==> config.mk <==
export PLATFORM = sky130hd
export DESIGN_NAME = swmm_fold
export DESIGN_NICKNAME = d
export VERILOG_FILES = /design/src/hdl/assert_macros.svh /design/src/hdl/swmm_pkg.sv /design/src/hdl/swmm_fold.sv
export SDC_FILE = /design/constraint.sdc
export NUM_CORES = 1
export LEC_CHECK = 0
export ABC_AREA = 1
export BUFFER_PORTS_ARGS = -buffer_cell sky130_fd_sc_hd__buf_2
export CELL_PAD_IN_SITES_DETAIL_PLACEMENT = 0
export CELL_PAD_IN_SITES_GLOBAL_PLACEMENT = 1
export CORE_UTILIZATION = 30
export DETAILED_ROUTE_END_ITERATION = 10
export MAX_ROUTING_LAYER = met4
export PLACE_DENSITY = 0.87
export SLEW_MARGIN = 20
export SYNTH_ARGS = -nofsm -noshare
export SYNTH_HDL_FRONTEND = slang
export SYNTH_SLANG_ARGS = --single-unit
==> constraint.sdc <==
create_clock -name i_clk -period 2.1 [get_ports i_clk]
set_input_delay 0.63 -clock i_clk [delete_from_list [all_inputs] [get_ports i_clk]]
set_output_delay 0.63 -clock i_clk [all_outputs]
set_load 0.05 [all_outputs]
==> src/hdl/assert_macros.svh <==
// Assertion helpers for the RTL file that carries checks.
`ifndef ASSERT_MACROS_SVH
`define ASSERT_MACROS_SVH

// Same-cycle implication, sampled on the rising clock edge, off while in reset.
`define SWMM_ASSERT_IMPLIES(label, clk, rst_n, ante, cons) \
    label: assert property (@(posedge clk) disable iff (!(rst_n)) (ante) |-> (cons)) \
        else $error("concurrent check failed");

// Next-cycle implication, sampled on the rising clock edge, off while in reset.
`define SWMM_ASSERT_NEXT(label, clk, rst_n, ante, cons) \
    label: assert property (@(posedge clk) disable iff (!(rst_n)) (ante) |=> (cons)) \
        else $error("concurrent check failed");

`endif

==> src/hdl/swmm_pkg.sv <==
package swmm_pkg;

    // Field widths fixed by the interface.
    localparam int OP_W      = 2;
    localparam int VAL_W     = 10;
    localparam int CFG_W     = 9;
    localparam int CFG_IDX_W = 2;
    localparam int RC_W      = 9;
    localparam int CNT_OUT_W = 9;
    localparam int TOT_W     = 32;

    // Stream bus widths: tdata in whole bytes, tuser as wide as the opcode.
    localparam int S_TDATA_W = 16;
    localparam int S_TUSER_W = OP_W;
    localparam int M_TDATA_W = 48;

    // Bit positions of the result fields inside the master tdata.
    localparam int OUT_FULL_LSB  = 0;
    localparam int OUT_MATCH_LSB = 1;
    localparam int OUT_CNT_LSB   = 2;
    localparam int OUT_TOT_LSB   = OUT_CNT_LSB + CNT_OUT_W;

    // Default sizes of the symbol alphabet and of the window.
    localparam int ALPHABET_SIZE_DEF = 1024;
    localparam int WINDOW_MAX_DEF    = 256;

    // Reference counts saturate here.
    localparam logic [RC_W-1:0] REF_MAX = 9'd511;

    // Request opcodes.
    localparam logic [OP_W-1:0] OP_CLEAR = 2'd0;
    localparam logic [OP_W-1:0] OP_LOAD  = 2'd1;
    localparam logic [OP_W-1:0] OP_PUSH  = 2'd2;

    // Configuration register indexes.
    localparam logic [CFG_IDX_W-1:0] CFG_WINDOW_LENGTH   = 2'd0;
    localparam logic [CFG_IDX_W-1:0] CFG_MATCH_THRESHOLD = 2'd1;

    // Configuration as seen by the core.
    typedef struct packed {
        logic [CFG_W-1:0] window_length;
        logic [CFG_W-1:0] threshold;
        logic             restart;
    } t_cfg;

endpackage

==> src/hdl/swmm_fold.sv <==
// Input register stage. It also folds the symbol value into the alphabet,
// using a reciprocal multiply before the register and the remainder after it.
module swmm_fold #(
    parameter int ALPHABET_SIZE = swmm_pkg::ALPHABET_SIZE_DEF,
    localparam int AW = $clog2(ALPHABET_SIZE)
) (
    input  logic                      i_clk,
    input  logic                      i_rst_n,
    input  logic                      i_valid,
    output logic                      o_ready,
    input  logic [swmm_pkg::OP_W-1:0] i_op,
    input  logic [swmm_pkg::VAL_W-1:0] i_value,
    input  logic                      i_block,
    output logic                      o_valid,
    input  logic                      i_take,
    output logic [swmm_pkg::OP_W-1:0] o_op,
    output logic [AW-1:0]             o_sym
);

    // Quotient by reciprocal: exact for every value of VAL_W bits.
    localparam int FOLD_K  = swmm_pkg::VAL_W + $clog2(ALPHABET_SIZE);
    localparam int PROD_W  = swmm_pkg::VAL_W + FOLD_K;
    localparam logic [63:0] FOLD_M =
        ((64'd1 << FOLD_K) + 64'(ALPHABET_SIZE) - 64'd1) / 64'(ALPHABET_SIZE);

    logic                       r_valid;
    logic [swmm_pkg::OP_W-1:0]  r_op;
    logic [swmm_pkg::VAL_W-1:0] r_value;
    logic [swmm_pkg::VAL_W-1:0] r_quot;
    logic [PROD_W-1:0]          prod;
    logic [31:0]                rem_full;

    assign o_ready = (!r_valid || i_take) && !i_block;
    assign prod    = PROD_W'(i_value) * PROD_W'(FOLD_M);

    // Valid flag of the stage.
    always_ff @(posedge i_clk) begin
        if (!i_rst_n) begin
            r_valid <= 1'b0;
        end else if (i_valid && o_ready) begin
            r_valid <= 1'b1;
        end else if (i_take) begin
            r_valid <= 1'b0;
        end
    end

    // Payload of the stage.
    always_ff @(posedge i_clk) begin
        if (i_valid && o_ready) begin
            r_op    <= i_op;
            r_value <= i_value;
            r_quot  <= prod[PROD_W-1:FOLD_K];
        end
    end

    // Remainder of the fold.
    assign rem_full = 32'(r_value) - 32'(r_quot) * 32'(ALPHABET_SIZE);
    assign o_sym    = rem_full[AW-1:0];
    assign o_valid  = r_valid;
    assign o_op     = r_op;

endmodule

* Word-level counts from Yosys, hierarchy flattened *
Index checks and enable logic that the tools add are counted.
Widths: inputs -> output; s select.

storage, ports and cells
  register bits = 13
  input port bits = 17
  output and inout port bits = 14
  logic and storage cells = 11

cells by class
  muxes and demuxes = 2
  reduce and logical (&&, ||, !) cells = 6

operator list
  cell               count
  $logic_and 1x1->1  2
  $logic_not 1->1    2
  $mux 1             2
  $reduce_bool 2->1  1
  $logic_or 1x1->1   1

* Logic depth before layout (Yosys ltp) *
Gate-level depths: netlist (run 1).

  word-level depth = 5
  mapped depth = 5
  depth with buffers taken out = 5

* Least setup slack after synthesis (run 1) *
Ideal clock, no wire load.

  path kind = input port to output port
  from = input i_take
  to = output o_ready
  arrival time = 1,417 ps
  required time = 1,470 ps
  setup slack = 53 ps
  cell stages on the path = 4
  path buffers = 0
  path through = inv_1 > nand2_1 > inv_1 > nor2_1

between the ends
  cells in the longest elaborated chain, start to end = 2

RTL lines
  item               RTL line         text
  from (decl)        swmm_fold.sv:15  input logic i_take,
  $logic_or 1x1->1   swmm_fold.sv:33  assign o_ready = (!r_valid || i_take) && !i_block;
  $logic_and 1x1->1  swmm_fold.sv:33
  to (decl)          swmm_fold.sv:10  output logic o_ready,

Every way passes these cells.

* Final worst setup path (run 1) *
Same ends and word-level chain as after synthesis.

==> results.toml, run 1 <==
[timing]
setup_violations = 0
layout_min_cycle_time_ns = 1.81
max_freq_mhz = 553
tns_ns = 0
drv_slew = 0
maxSlewHeadroom_pct = 83.1
fin_skew_ns = 0.00127
finalWorstSetupSlack_ns = 0.290
grt_setup_unrepaired = "no"
finalHoldViolations = 0
period_share_pct = 86.2
tightest_slew_ns = 0.255

[floorplan]
die_area_mm2 = 0.00156
num_io_pins = 31
rows = 13
start_util_pct = 32.4
coreArea_mm2 = 0.00130
die_y_um = 39.5
die_x_um = 39.5

[routing]
finalWirelength_um = 714
first_pass_iters = 3
num_vias = 287
vias_per_cell = 3.99
drcViolationCount = 0
antenna_left = 0
wl_per_cell_um = 9.92
drt-initial-drc-count = 6

[clock_tree]
clock_sinks = 13
cts_tree = "done"
cts_made_buffers = 3
hold_buffers = 0
post-cts-setup-buffers = 0
cts_resized = 0
clk_path_buf_depth = 2
htreeDepth = 1
clock_latency_ns = 0.27
path_clk_slew_ns = 0.08
clockRootBuffer = "clkbuf_4"

[place]
dpl.hpwl_um = 583
dpl_worst_slack_ns = 0.291
gp_congestion = 0.564
port_buffers = 30

[power_and_ir_drop]
power_density_mw_per_mm2 = 837
irDropWorstVdd_uv = 321
total_power_uw = 523
leakagePower_nw = 0.299

[setup_path]
crit_type = "input port to output port"
crit_fanout = 2
regToRegSetupSlack_ns = 1.06
endpoint_kind = "output port"
startpoint_type = "input port"
worstPathArrival_ns = 1.18
cp.required_ns = 1.47

[cells_and_area]
areaGrowthSynthToFinish_pct = 48.4
final_nets = 75
antennaDiodeCount = 0
layout-drive-gt1-share_pct = 63.2
fill_cells = 136

[logic_synthesis]
yosys_register_bits = 13
yosys_warnings = 0
syn_inst = 22
yosysUniqueCellTypes = 7
synth_nets = 39
synth-seq-area-share_pct = 90.2
syn-mean-instance-area_um2 = 19.2
syn_area_um2 = 422

[min_path]
hold_class = "input port to flop"

[grt]
grt_max_degree = 13
overflow = 0
antenna_found_initial = 0
groute.usage.overall_pct = 11.0
grt_pass1_wl_um = 972
grt_pass1_vias = 241

[status]
status = "finished, final reports clean"

[job]
drv_cap = 0
-- worst max-delay path, cell delays in order --
cell and delay (ns):
buf_2 0.07, inv_1 0.03, nand2_1 0.06, inv_1 0.06
nor2_1 0.07, buf_2 0.26
-- registers in the layout, summed over array words and instances, names as in the netlist --
signal   cells
o_op         2
r_value     10
o_valid      1
-- cell type report --
| cell class | count | area [µm²] | share of cell area (%) |
|---|---|---|---|
| timing repair buffer | 31 | 158 | 25.2 |
| tap | 15 | 18.8 | 3.00 |
| clock buffer | 3 | 22.5 | 3.60 |
| clock inverter | 1 | 5.00 | 0.800 |
| multi-input combinational | 5 | 26.3 | 4.20 |
| sequential | 13 | 380 | 60.8 |
| inverter | 4 | 15.0 | 2.40 |
-- kinds of logic (layout without fill, tap and decap cells) --
family	Yosys count	count (layout)	synth area share (%)
and+or+nand+nor	4	4	5.04
AOI/OAI and AO/OA	1	1	1.19
DFF	13	13	90.2
buffers and inverters	4	39	3.56
-- cell usage in the layout, fill, tap and decap left out --
master | Yosys | routed
dfxtp_1 | 1 | 1
inv_1 | 4 | 4
buf_2 | 0 | 30
nand2_1 | 2 | 2
clkbuf_4 | 0 | 3
nor3_2 | 1 | 1
nor2_1 | 1 | 1
buf_4 | 0 | 1
o21ai_1 | 1 | 1
edfxtp_1 | 12 | 12
clkinv_2 | 0 | 1
-- stage by stage --
step	util (%)	std cells	hold slack (ns)	cell area, µm²
after global placement	46.0	68	0.550	598
after floorplan	-	22	0.728	422
after CTS	48.1	72	0.519	626
after detailed placement	46.0	68	0.564	598
after global routing	48.1	72	0.514	626
final	48.1	72	0.531	626
-- power breakdown --
group | total (mW) | leakage [nW] | internal, mW | switching (mW)
Clock | 0.147 | 0.0177 | 0.0704 | 0.0764
Combinational | 0.0786 | 0.161 | 0.0215 | 0.0571
Sequential | 0.298 | 0.121 | 0.296 | 0.00249
Total | 0.523 | 0.299 | 0.387 | 0.136
-- Yosys cell counts --
cell type	n	area share (%)
inv_1	4	3.6
nor3_2	1	2.4
nor2_1	1	0.89
edfxtp_1	12	85
o21ai_1	1	1.2
nand2_1	2	1.8
dfxtp_1	1	4.7
-- worst paths after layout --
| kind | start | end | cells past startpoint |
|---|---|---|---|
| max | i_take | o_ready | 6 |
| min | i_value[7] | r_value[7] | 1 |
| max reg2reg | o_valid | r_value[6] | 4 |
| min reg2reg | o_valid | o_valid | 4 |
-- per-layer routing --
metal / global-route usage (%) / share of wire, % / vias up
li1: - / - / 148
met1: 13.0 / 40 / 118
met4: 7.76 / 0 / 0
met5: - / 0 / -
met2: 14.3 / 50 / 21
met3: 5.11 / 9.9 / 0
Power figures use the tool's default switching activity.
==> inputs of run 2 (changes only) <==
==> constraint.sdc (replaced) <==
create_clock -name i_clk -period 2.1 [get_ports i_clk]
set_input_delay 0.63 -clock i_clk [delete_from_list [all_inputs] [get_ports i_clk]]
set_output_delay 0.63 -clock i_clk [all_outputs]
set_load 0.02 [all_outputs]
==> run 2 against run 1 <==
Against the previous run: sequential share of layout area rose by 0.12 points; critical path depth did not move; critical endpoint unchanged; sequential power hardly changed; clock-buffer cell count rose by 1; maximum frequency is 4.8% higher.
==> results.toml, run 2 (synthesis results as in run 1) <==
[status]
status = "finished, final reports clean"

[routing]
drcViolationCount = 0
wl_per_cell_um = 9.94
num_vias = 300
wl_met3_um = 60
drt-initial-drc-count = 2
finalWirelength_um = 716
wl_met2_um = 355
first_pass_iters = 2
wirelength_met1_um = 291
vias_per_cell = 4.17
top_layer = "met4"
antenna_left = 0

[clock_tree]
cts_resized = 0
post-cts-setup-buffers = 0
clockRootBuffer = "clkbuf_4"
clock_latency_ns = 0.26
hold_buffers = 0
clk_path_buf_depth = 2
htreeDepth = 1
path_clk_slew_ns = 0.07
cts_made_buffers = 3
cts_tree = "done"
clock_sinks = 13

[setup_path]
cp.required_ns = 1.47
r2r_start = "o_valid"
worst-r2r-cell-count = 4
startpoint_type = "input port"
regToRegSetupSlack_ns = 1.04
crit_type = "input port to output port"
path_cells = "buf_2 -> inv_1 -> nand2_1 -> inv_1 -> nor2_1 -> buf_2"
crit_fanout = 2
endpoint_kind = "output port"
cpPeakStageDelay_ns = 0.15
crit_path_top_delay_cell = "buf_2"
r2r_end = "o_op[0]"
worstPathArrival_ns = 1.10

[timing]
fin_skew_ns = 0.000468
tightest_slew_ns = 0.157
period_share_pct = 82.2
maxSlewHeadroom_pct = 89.5
tns_ns = 0
max_freq_mhz = 579
setup_violations = 0
layout_min_cycle_time_ns = 1.73
grt_setup_unrepaired = "no"
finalHoldViolations = 0
drv_slew = 0

[grt]
grt_pass1_wl_mm = 1.01
antenna_found_initial = 0
groute.usage.overall_pct = 11.3
grt_max_degree = 13
overflow = 0
grt_pass1_vias = 244

[floorplan]
rows = 13
die_area_mm2 = 0.00156
num_io_pins = 31
start_util_pct = 32.4
coreArea_mm2 = 0.00130
die_y_um = 39.5
die_x_um = 39.5

[place]
gp_congestion = 0.567
place_inst = 68
placed_area_um2 = 598
port_buffers = 30
dpl.hpwl_um = 587

[cells_and_area]
layout-drive-gt1-share_pct = 61.4
final_core_util_pct = 48.0
largest-register = "r_value"
final_nets = 75
seqCellArea_um2 = 380
areaGrowthSynthToFinish_pct = 48.1
multi_input_area_um2 = 26.3
final_cell_area_um2 = 624
largest_reg_flops = 10
final_common_cell = "buf_2"
antennaDiodeCount = 0
fill_cells = 125
layout_common_cells = "buf_2, edfxtp_1, inv_1"
final_cell_count_no_fill = 72

[min_path]
hold_start = "i_value[7]"
hold_class = "input port to flop"
min_path_cells = 1
min_to = "r_value[7]"

[power_and_ir_drop]
power_density_mw_per_mm2 = 794
leakagePower_nw = 0.296
total_power_uw = 496
irDropWorstVdd_uv = 326

[job]
drv_cap = 0
## run 2: how the worst max path moves through the flow
stage	from	end	slack (ns)	cells past startpoint
global route	i_take	o_ready	0.32	6
floorplan	i_take	o_ready	0.43	4
detailed placement	i_take	o_ready	0.37	6
finish	i_take	o_ready	0.37	6
CTS	i_take	o_ready	0.37	6
global placement	i_take	o_ready	0.39	6
## run 2: metal layers
layer / GRT usage (%) / up-vias
met4: 10.3 / 0
li1: - / 148
met5: - / -
met3: 3.41 / 2
met2: 14.3 / 19
met1: 14.2 / 131
## run 2: power breakdown
group          leakage, nW  switching, mW  internal [mW]  total (mW)
Sequential           0.121        0.00254          0.296       0.298
Combinational        0.161         0.0306         0.0215      0.0521
Clock               0.0150         0.0719         0.0734       0.145
## run 2: area by class of cell
class	instances	area share (%)
flip-flops and latches	13	60.9
inverters	4	2.40
clock buffers	4	4.21
repair buffers	31	25.3
multi-input cells	5	4.21
well taps	15	3.01
## run 2: metrics by stage
stage,hold slack [ns],setup WS [ns]
after floorplan,0.624,0.427
after global placement,0.549,0.393
after detailed placement,0.564,0.370
after CTS,0.524,0.366
after global routing,0.519,0.325
final,0.537,0.373
## run 2: worst max-delay path: cells and delay by family
kind | cells | cell delay (ns)
buffers and inverters | 4 | 0.38
AND/OR/NAND/NOR | 2 | 0.10
